File: config.mk
export PLATFORM = sky130hd
export DESIGN_NAME = sliding_window_credit_tracker_core
export DESIGN_NICKNAME = d
export VERILOG_FILES = /design/src/rtl/swct_pkg.sv /design/src/rtl/sliding_window_credit_tracker_core.sv /design/src/rtl/swct_divider.sv
export SDC_FILE = /design/constraint.sdc
export NUM_CORES = 2
export LEC_CHECK = 0
export BUFFER_PORTS_ARGS = -buffer_cell sky130_fd_sc_hd__buf_2
export CAP_MARGIN = 20
export CORE_MARGIN = 5
export CORE_UTILIZATION = 45
export DETAILED_ROUTE_END_ITERATION = 8
export GPL_ROUTABILITY_DRIVEN = 0
export SLEW_MARGIN = 20
export SYNTH_ARGS = -nofsm -noshare
export SYNTH_HDL_FRONTEND = slang
export SYNTH_SLANG_ARGS = --single-unit
File: constraint.sdc
create_clock -name aclk -period 9 [get_ports aclk]
set_input_delay 0.45 -clock aclk [delete_from_list [all_inputs] [get_ports aclk]]
set_output_delay 0.45 -clock aclk [all_outputs]
set_load 0.03 [all_outputs]
File: src/rtl/swct_pkg.sv
// ----------------------------------------------------------------------------
// swct_pkg
// types and constants shared by the sliding-window credit tracker
// ----------------------------------------------------------------------------
package swct_pkg;

    typedef enum logic [1:0] {
        CMD_ADD   = 2'd0,
        CMD_MUT   = 2'd1,
        CMD_CROSS = 2'd2,
        CMD_CLEAR = 2'd3
    } cmd_t;

    typedef enum logic [1:0] {
        CT_EXTREME = 2'd0,
        CT_AVERAGE = 2'd1,
        CT_RECENT  = 2'd2,
        CT_ZERO    = 2'd3
    } ctype_t;

    localparam logic [2:0] REG_WINDOW_SIZE = 3'd0;
    localparam logic [2:0] REG_CREDIT_TYPE = 3'd1;
    localparam logic [2:0] REG_NORMALIZE   = 3'd2;
    localparam logic [2:0] REG_DELTA       = 3'd3;
    localparam logic [2:0] REG_MAX_REWARD  = 3'd4;

    localparam int          CFG_IDX_W      = 3;
    localparam logic [30:0] CREDIT_MAX     = 31'h7fff_ffff;

    typedef enum logic [3:0] {
        ST_IDLE,
        ST_EVICT_RD,
        ST_EVICT_WAIT,
        ST_WRITE,
        ST_SCAN,
        ST_SCAN_LAST,
        ST_RECENT_RD,
        ST_RECENT_WAIT,
        ST_CREDIT,
        ST_AVG_DIV,
        ST_NORM_DIV,
        ST_OUT
    } state_t;

    // request to the shared divider
    typedef struct packed {
        logic        start;
        logic [63:0] dividend;
        logic [63:0] divisor;
    } div_req_t;

    // divider status back to the sequencer
    typedef struct packed {
        logic        done;
        logic [63:0] quotient;
    } div_rsp_t;

endpackage

File: src/rtl/sliding_window_credit_tracker_core.sv
// ----------------------------------------------------------------------------
// sliding_window_credit_tracker_core
// ring of recent rewards with running sum and best, credit selection and
// normalization through one shared serial divider
// ----------------------------------------------------------------------------
// One beat in, one beat out. When the evicted reward was the best, the
// ring is rescanned for a new best through the ring memory read port, one
// entry a cycle, and the average credit and normalization each divide
// through the shared 64-step divider. The block is not ready while an item
// runs.
module sliding_window_credit_tracker_core #(
    parameter int WINDOW_MAX = 64,
    parameter int FRAC_BITS  = 16
) (
    input  logic                         aclk,
    input  logic                         aresetn,
    input  logic                         cfg_valid,
    output logic                         cfg_ready,
    input  logic [swct_pkg::CFG_IDX_W-1:0] cfg_index,
    input  logic [31:0]                  cfg_data,
    input  logic                         s_valid,
    output logic                         s_ready,
    input  logic [1:0]                   s_cmd,
    input  logic signed [31:0]           s_old_a,
    input  logic signed [31:0]           s_old_b,
    input  logic signed [31:0]           s_new_a,
    input  logic signed [31:0]           s_new_b,
    output logic                         m_valid,
    input  logic                         m_ready,
    output logic [30:0]                  m_credit,
    output logic [30:0]                  m_credit_raw,
    output logic [6:0]                   m_window_count,
    output logic                         m_window_full
);
    import swct_pkg::*;

    localparam int AW = (WINDOW_MAX > 1) ? $clog2(WINDOW_MAX) : 1;
    localparam int CW = $clog2(WINDOW_MAX + 1);
    localparam int SW = 32 + CW;
    localparam logic [CW-1:0] WMAX = CW'(WINDOW_MAX);

    // config
    logic [6:0]  wsize_reg;
    ctype_t      ctype_reg;
    logic        norm_reg, delta_reg;
    logic [30:0] maxr_reg;

    // state
    state_t         st_reg, st_next;
    logic [AW-1:0]  newest_reg, newest_next;
    logic [CW-1:0]  held_reg, held_next;
    logic signed [SW-1:0] sum_reg, sum_next;
    logic signed [31:0] best_reg, best_next;
    logic signed [31:0] rew_reg, rew_next;
    logic           evict_reg, evict_next;
    logic [CW-1:0]  scan_reg, scan_next;
    logic [AW-1:0]  ptr_reg, ptr_next;
    logic [30:0]    raw_reg, raw_next;
    logic [30:0]    cred_reg, cred_next;
    logic           mval_reg, mval_next;

    // ring memory
    logic signed [31:0] ring [WINDOW_MAX];
    logic signed [31:0] rd_reg;
    logic [AW-1:0] rd_addr;
    logic          wr_en;
    logic [AW-1:0] wr_addr;

    div_req_t dreq;
    div_rsp_t drsp;

    swct_divider u_div (.aclk(aclk), .aresetn(aresetn), .req(dreq), .rsp(drsp));

    always_ff @(posedge aclk) begin
        if (wr_en) ring[wr_addr] <= rew_reg;
        rd_reg <= ring[rd_addr];
    end

    // effective window
    logic [CW-1:0] weff;
    always_comb begin
        if (wsize_reg == 7'd0) weff = CW'(1);
        else if ({25'd0, wsize_reg} > 32'(WINDOW_MAX)) weff = WMAX;
        else weff = CW'(wsize_reg);
    end

    function automatic logic [AW-1:0] wrap_add(input logic [AW-1:0] a,
                                               input logic [CW-1:0] b);
        logic [CW+AW:0] s;
        s = {{(CW+1){1'b0}}, a} + {{(AW+1){1'b0}}, b};
        if (s >= (CW+AW+1)'(WINDOW_MAX)) s = s - (CW+AW+1)'(WINDOW_MAX);
        return s[AW-1:0];
    endfunction

    // reward derivation
    logic signed [31:0] bo, bn, derived;
    logic signed [32:0] diff;
    always_comb begin
        bo = s_old_a;
        bn = s_new_a;
        if (cmd_t'(s_cmd) == CMD_CROSS) begin
            if (s_old_b > s_old_a) bo = s_old_b;
            if (s_new_b > s_new_a) bn = s_new_b;
        end
        diff = 33'(bn) - 33'(bo);
        if (delta_reg) begin
            if (diff > 33'sd2147483647) derived = 32'sh7fffffff;
            else if (diff < -33'sd2147483648) derived = 32'sh80000000;
            else derived = diff[31:0];
        end else begin
            derived = (diff <= 0) ? 32'sd0 : bn;
        end
        if (cmd_t'(s_cmd) == CMD_ADD) derived = s_new_a;
    end

    // oldest slot with current held count
    logic [AW-1:0] oldest;
    assign oldest = wrap_add(newest_reg, WMAX - held_reg + CW'(1));

    logic [30:0] clamp;
    logic signed [SW-1:0] sum_abs;
    logic [63:0] avg_q;
    logic signed [SW-1:0] avg_s;

    assign sum_abs = sum_reg[SW-1] ? -sum_reg : sum_reg;
    assign avg_q = drsp.quotient;
    assign avg_s = sum_reg[SW-1] ? -SW'(avg_q) : SW'(avg_q);

    always_comb begin
        st_next     = st_reg;
        newest_next = newest_reg;
        held_next   = held_reg;
        sum_next    = sum_reg;
        best_next   = best_reg;
        rew_next    = rew_reg;
        evict_next  = evict_reg;
        scan_next   = scan_reg;
        ptr_next    = ptr_reg;
        raw_next    = raw_reg;
        cred_next   = cred_reg;
        mval_next   = mval_reg;
        rd_addr     = ptr_reg;
        wr_en       = 1'b0;
        wr_addr     = newest_reg;
        dreq.start    = 1'b0;
        dreq.dividend = '0;
        dreq.divisor  = '0;
        clamp       = '0;
        unique case (st_reg)
            ST_IDLE: begin
                if (s_valid) begin
                    if (cmd_t'(s_cmd) == CMD_CLEAR) begin
                        newest_next = '0;
                        held_next   = '0;
                        sum_next    = '0;
                        best_next   = '0;
                        st_next     = ST_CREDIT;
                    end else begin
                        rew_next   = derived;
                        evict_next = (held_reg + CW'(1)) > weff;
                        ptr_next   = oldest;
                        st_next    = ST_EVICT_RD;
                    end
                end
            end
            ST_EVICT_RD: begin
                rd_addr = ptr_reg;
                st_next = ST_EVICT_WAIT;
            end
            ST_EVICT_WAIT: begin
                // rd_reg holds evicted entry when evicting
                wr_en       = 1'b1;
                wr_addr     = wrap_add(newest_reg, CW'(1));
                newest_next = wr_addr;
                sum_next    = sum_reg + SW'(rew_reg) - (evict_reg ? SW'(rd_reg) : SW'(0));
                if (rew_reg > best_reg) best_next = rew_reg;
                st_next     = ST_CREDIT;
                if (!evict_reg) begin
                    held_next = held_reg + CW'(1);
                end else if (rd_reg == ((rew_reg > best_reg) ? rew_reg : best_reg)) begin
                    best_next = '0;
                    ptr_next  = wrap_add(ptr_reg, CW'(1));
                    scan_next = held_reg;
                    st_next   = ST_WRITE;
                end
            end
            ST_WRITE: begin
                rd_addr   = ptr_reg;
                ptr_next  = wrap_add(ptr_reg, CW'(1));
                scan_next = scan_reg - CW'(1);
                st_next   = ST_SCAN;
            end
            ST_SCAN: begin
                rd_addr = ptr_reg;
                if (rd_reg > best_reg) best_next = rd_reg;
                if (scan_reg == '0) begin
                    st_next = ST_CREDIT;
                end else begin
                    ptr_next  = wrap_add(ptr_reg, CW'(1));
                    scan_next = scan_reg - CW'(1);
                end
            end
            ST_SCAN_LAST: st_next = ST_CREDIT;
            ST_CREDIT: begin
                unique case (ctype_reg)
                    CT_EXTREME: begin
                        raw_next = best_reg[31] ? 31'd0 : best_reg[30:0];
                        st_next  = ST_NORM_DIV;
                    end
                    CT_AVERAGE: begin
                        if (held_reg == '0) begin
                            raw_next = '0;
                            st_next  = ST_NORM_DIV;
                        end else begin
                            dreq.start    = 1'b1;
                            dreq.dividend = 64'(sum_abs);
                            dreq.divisor  = 64'(held_reg);
                            st_next       = ST_AVG_DIV;
                        end
                    end
                    CT_RECENT: begin
                        if (held_reg == '0) begin
                            raw_next = '0;
                            st_next  = ST_NORM_DIV;
                        end else begin
                            rd_addr = newest_reg;
                            st_next = ST_RECENT_RD;
                        end
                    end
                    CT_ZERO: begin
                        raw_next = '0;
                        st_next  = ST_NORM_DIV;
                    end
                    default: st_next = ST_NORM_DIV;
                endcase
                if (st_next == ST_NORM_DIV) begin
                    cred_next = (ctype_reg == CT_EXTREME && !best_reg[31]) ?
                                best_reg[30:0] : 31'd0;
                end
            end
            ST_RECENT_RD: begin
                rd_addr = newest_reg;
                st_next = ST_RECENT_WAIT;
            end
            ST_RECENT_WAIT: begin
                raw_next = rd_reg[31] ? 31'd0 : rd_reg[30:0];
                st_next  = ST_NORM_DIV;
            end
            ST_AVG_DIV: begin
                if (drsp.done) begin
                    if (avg_s < 0) raw_next = '0;
                    else if (avg_s > SW'(CREDIT_MAX)) raw_next = CREDIT_MAX;
                    else raw_next = avg_s[30:0];
                    st_next = ST_NORM_DIV;
                    evict_next = 1'b0;
                end
            end
            ST_NORM_DIV: begin
                // evict_reg marks divide in flight here
                if (!(norm_reg && maxr_reg != '0)) begin
                    cred_next = raw_reg;
                    mval_next = 1'b1;
                    st_next   = ST_OUT;
                end else if (!evict_reg) begin
                    dreq.start    = 1'b1;
                    dreq.dividend = 64'(raw_reg) << FRAC_BITS;
                    dreq.divisor  = 64'(maxr_reg);
                    evict_next    = 1'b1;
                end else if (drsp.done) begin
                    clamp     = (drsp.quotient > 64'(CREDIT_MAX)) ? CREDIT_MAX
                                                                 : drsp.quotient[30:0];
                    cred_next = clamp;
                    mval_next = 1'b1;
                    st_next   = ST_OUT;
                end
            end
            ST_OUT: begin
                if (m_ready) begin
                    mval_next = 1'b0;
                    st_next   = ST_IDLE;
                end
            end
            default: st_next = ST_IDLE;
        endcase
        // make sure norm stage starts with no divide pending
        if (st_reg != ST_NORM_DIV && st_next == ST_NORM_DIV) evict_next = 1'b0;
    end

    always_ff @(posedge aclk) begin
        if (!aresetn) begin
            st_reg     <= ST_IDLE;
            newest_reg <= '0;
            held_reg   <= '0;
            sum_reg    <= '0;
            best_reg   <= '0;
            evict_reg  <= 1'b0;
            mval_reg   <= 1'b0;
            wsize_reg  <= 7'd64;
            ctype_reg  <= CT_EXTREME;
            norm_reg   <= 1'b0;
            delta_reg  <= 1'b0;
            maxr_reg   <= '0;
        end else begin
            st_reg     <= st_next;
            newest_reg <= newest_next;
            held_reg   <= held_next;
            sum_reg    <= sum_next;
            best_reg   <= best_next;
            evict_reg  <= evict_next;
            mval_reg   <= mval_next;
            if (cfg_valid) begin
                unique case (cfg_index)
                    REG_WINDOW_SIZE: wsize_reg <= cfg_data[6:0];
                    REG_CREDIT_TYPE: ctype_reg <= ctype_t'(cfg_data[1:0]);
                    REG_NORMALIZE:   norm_reg  <= cfg_data[0];
                    REG_DELTA:       delta_reg <= cfg_data[0];
                    REG_MAX_REWARD:  maxr_reg  <= cfg_data[30:0];
                    default: ;
                endcase
            end
        end
        rew_reg  <= rew_next;
        scan_reg <= scan_next;
        ptr_reg  <= ptr_next;
        raw_reg  <= raw_next;
        cred_reg <= cred_next;
    end

    assign cfg_ready      = 1'b1;
    assign s_ready        = (st_reg == ST_IDLE);
    assign m_valid        = mval_reg;
    assign m_credit       = cred_reg;
    assign m_credit_raw   = raw_reg;
    assign m_window_count = 7'(held_reg);
    assign m_window_full  = (held_reg >= weff);
endmodule

File: src/rtl/swct_divider.sv
// ----------------------------------------------------------------------------
// swct_divider
// unsigned restoring divider, one quotient bit per cycle
// ----------------------------------------------------------------------------
module swct_divider (
    input  logic               aclk,
    input  logic               aresetn,
    input  swct_pkg::div_req_t req,
    output swct_pkg::div_rsp_t rsp
);
    import swct_pkg::*;

    logic [63:0] quo_reg, quo_next;
    logic [63:0] rem_reg, rem_next;
    logic [63:0] dsr_reg, dsr_next;
    logic [6:0]  cnt_reg, cnt_next;
    logic        busy_reg, busy_next;
    logic        done_reg, done_next;
    logic [64:0] trial;
    logic [63:0] shifted;

    always_comb begin
        quo_next  = quo_reg;
        rem_next  = rem_reg;
        dsr_next  = dsr_reg;
        cnt_next  = cnt_reg;
        busy_next = busy_reg;
        done_next = 1'b0;
        shifted   = {rem_reg[62:0], quo_reg[63]};
        trial     = {1'b0, shifted} - {1'b0, dsr_reg};
        if (req.start) begin
            quo_next  = req.dividend;
            rem_next  = '0;
            dsr_next  = req.divisor;
            cnt_next  = 7'd64;
            busy_next = 1'b1;
        end else if (busy_reg) begin
            if (rem_reg[63] || !trial[64]) begin
                rem_next = trial[63:0];
                quo_next = {quo_reg[62:0], 1'b1};
            end else begin
                rem_next = shifted;
                quo_next = {quo_reg[62:0], 1'b0};
            end
            cnt_next = cnt_reg - 7'd1;
            if (cnt_reg == 7'd1) begin
                busy_next = 1'b0;
                done_next = 1'b1;
            end
        end
    end

    always_ff @(posedge aclk) begin
        if (!aresetn) begin
            busy_reg <= 1'b0;
            done_reg <= 1'b0;
            cnt_reg  <= '0;
        end else begin
            busy_reg <= busy_next;
            done_reg <= done_next;
            cnt_reg  <= cnt_next;
        end
        quo_reg <= quo_next;
        rem_reg <= rem_next;
        dsr_reg <= dsr_next;
    end

    assign rsp.done     = done_reg;
    assign rsp.quotient = quo_reg;
endmodule

==> flow_summary.json <==
{
  "dr.pass1.iters": 6,
  "grt_max_degree": 118,
  "synth_edf_count": 2250,
  "cts.clk_slew.worst_paths_ns": 0.06,
  "synthDistinctLibCells": 97,
  "syn2layout_area_growth_pct": 13.2,
  "fin_crit_ns": 7.71,
  "synth_area_leaders": "edfxtp_1, mux4_2, dfxtp_1, ha_1, nand2_1",
  "fin_crit_sh_pct": 85.6,
  "vias": 66900,
  "total_power_w": 0.0356,
  "yosys.area.top_type": "edfxtp_1",
  "start_util_pct": 45.3,
  "tns_ns": 0,
  "syn_inst": 7131,
  "numPortBuffers": 240,
  "core_area_sq_mm": 0.244,
  "die-area_sq_mm": 0.255,
  "largest_reg_flops": 2048,
  "die_w_microns": 505,
  "drtIter0Drc": 7855,
  "worst_pin_slew_ns": 1.20,
  "ys_top_cells_by_count": "edfxtp_1, mux4_2, nand2_1",
  "swShare_pct": 34.4,
  "antenna_found_initial": 19,
  "hold_ws_ns": 0.0683,
  "status": "finished, final reports clean",
  "powerDensity_mw_per_mm2": 285,
  "switching_power_w": 0.0122,
  "cts.sinks": 2487,
  "post_drt_wl_per_cell_microns": 28.9,
  "cts_buffers": 238,
  "drive_above_1_share_pct": 19.2,
  "remaining_drc_errors": 0,
  "fmax_mhz": 130,
  "p_leak_nw": 42.2,
  "seq_area_frac_synth_pct": 65.5,
  "synth_top_area_share_pct": 61.2,
  "crit_required_ns": 9.62,
  "cts_tree": "built",
  "maxCapViolCount": 0,
  "combinationalPowerShare_pct": 31.8,
  "dpl.hpwl_microns": 194000,
  "vdd_drop_max_v": 0.000220,
  "cts_root_buf": "clkbuf_16",
  "grt_first_pass_wirelength_microns": 460000,
  "clk_latency_ns": 0.88,
  "finalHoldViolCount": 0,
  "cp-end-kind": "register",
  "htree_levels": 4,
  "cts_buffer_depth": 3,
  "crit_type": "in -> reg",
  "ys_ff_latch": 2487,
  "skew_ns": 0.0373,
  "row_count": 181,
  "seqPwrFrac_pct": 40.1,
  "async_flop_share_pct": 0,
  "power.share.clock_pct": 28.2,
  "syn_avg_cell_area_sq_um": 15.5,
  "cts_resized": 0,
  "avgViaCountPerCell": 6.12,
  "synthesis.area_sq_mm": 0.110,
  "grt_overflow_total": 0,
  "worstPathMaxFanout": 21,
  "drt_wl_total_microns": 315000,
  "drv_slew": 0,
  "yosys_warnings": 0,
  "grt_setup_unrepaired": "no",
  "synth_fp_nets": 7607,
  "grt_pass1_vias": 66600,
  "grt.total_usage_pct": 24.3,
  "antenna_left": 0,
  "synth_flop_cell": "edfxtp_1",
  "startpoint_type": "input pin",
  "io_pins": 243,
  "die_height_microns": 505,
  "slew_headroom_pct": 19.9,
  "hp-class": "in -> reg",
  "setup_viol": 0,
  "layout.nets": 7986,
  "p_int_w": 0.0234,
  "arrival_ns": 8.33,
  "synth_most_common_cell": "edfxtp_1"
}
==> final cells by class <==
class,instances,area (sq um)
fill,20000,119000
sequential,2487,72300
multi-input combinational,3950,36000
clock buffer,305,6360
tap,3202,4010
timing repair buffer,506,3540
clock inverter,140,1440
inverter,327,1230
antenna,3,7.51
==> cell usage in the layout (no fill, tap or decap), drive strengths merged, types with 22 or more instances in the layout <==
| cell | instances |
|---|---|
| nand2b | 32 |
| and3 | 32 |
| dlygate4sd3 | 67 |
| a211oi | 39 |
| a21boi | 72 |
| o221ai | 66 |
| a221o | 32 |
| bufinv | 22 |
| xor2 | 73 |
| nand4 | 64 |
| ha | 265 |
| clkinv | 90 |
| nor2b | 67 |
| a221oi | 67 |
| nor2 | 318 |
| o21ai | 274 |
| nor3 | 61 |
| a21o | 64 |
| dfxtp | 237 |
| fa | 41 |
| nand3 | 89 |
| buf | 439 |
| o41ai | 36 |
| mux2 | 38 |
| inv | 337 |
| o21a | 37 |
| a22oi | 231 |
| edfxtp | 2250 |
| nand2 | 473 |
| a21oi | 236 |
| clkbuf | 305 |
| xnor2 | 171 |
| mux4 | 512 |
| a31oi | 35 |
| mux2i | 54 |
| a22o | 104 |
| nor4 | 47 |
| and2 | 80 |
==> path summary, 6_finish.rpt <==
kind,start,to,slack [ns],cells past startpoint
worst max-delay path,s_new_a[31],rew_reg[14],1.29,25
worst min-delay path,s_new_b[18],rew_reg[18],0.07,3
worst max register to register,m_window_count[1],rd_reg[26],2.82,14
worst min register to register,sum_reg[35],sum_reg[35],0.46,2
==> power groups by stage <==
| stage | Sequential, W | Combinational (W) | Clock [W] |
|---|---|---|---|
| 3_3_place_gp | 0.0145 | 0.0111 | 0 |
| 2_1_floorplan | 0.0146 | 0.00692 | 0 |
| 5_1_grt | 0.0143 | 0.0121 | 0.0107 |
| 3_5_place_dp | 0.0145 | 0.0112 | 0 |
| 4_1_cts | 0.0142 | 0.0113 | 0.0102 |
| 6_report | 0.0143 | 0.0113 | 0.0100 |
==> repair_timing <==
| action | in CTS | in global routing |
|---|---|---|
| hold buffers | 67 | 0 |
| buffers inserted | 0 | 0 |
| hold endpoints to repair | 95 | 0 |
==> critical path: stages <==
cell and delay (ns):
dlygate4sd3_1 0.56, buf_2 0.12, inv_1 0.05, ha_1 0.48, nand4_1 0.17, nor3_1 0.48
nand4_1 0.21, or3_1 0.39, o21ai_0 0.25, nor2_1 0.11, o21ai_4 0.65, buf_4 0.35
mux2_2 0.43, ha_1 0.41, a211o_1 0.35, a21oi_1 0.16, o31ai_1 0.14, nor4_1 0.36
a21oi_1 0.23, or4_1 0.56, o311ai_0 0.21, nor2_1 0.40, buf_4 0.32, a21boi_0 0.16
a221o_1 0.31
==> stage by stage <==
step           setup slack [ns]  instances  area [sq um]  utilization, %
5_1_grt                   0.873      10900        125000            51.2
4_1_cts                    1.43      10900        125000            51.2
3_5_place_dp               1.10      10400        116000            47.7
3_3_place_gp               1.25      10400        116000            47.7
6_report                   1.29      10900        125000            51.2
2_1_floorplan              2.28       7131        110000               -
==> cell families after synthesis <==
group           after synthesis  synth area share, %
other cells                   1              0.00340
compound gates             1431                 9.04
buf+inv                     694                 2.44
mux                         604                 11.3
flops                      2487                 65.5
fa+ha+maj                   306                 3.75
xor+xnor                    244                 1.94
simple gates               1364                 5.95
==> layer usage <==
metal	track usage, %	wire, microns	vias up
met5	0.582	249	-
met4	7.65	11000	8
met3	5.24	29100	499
met2	38.8	147000	2902
met1	33.5	128000	34500
li1	-	-	29000
(Power assumes the default switching activity.)
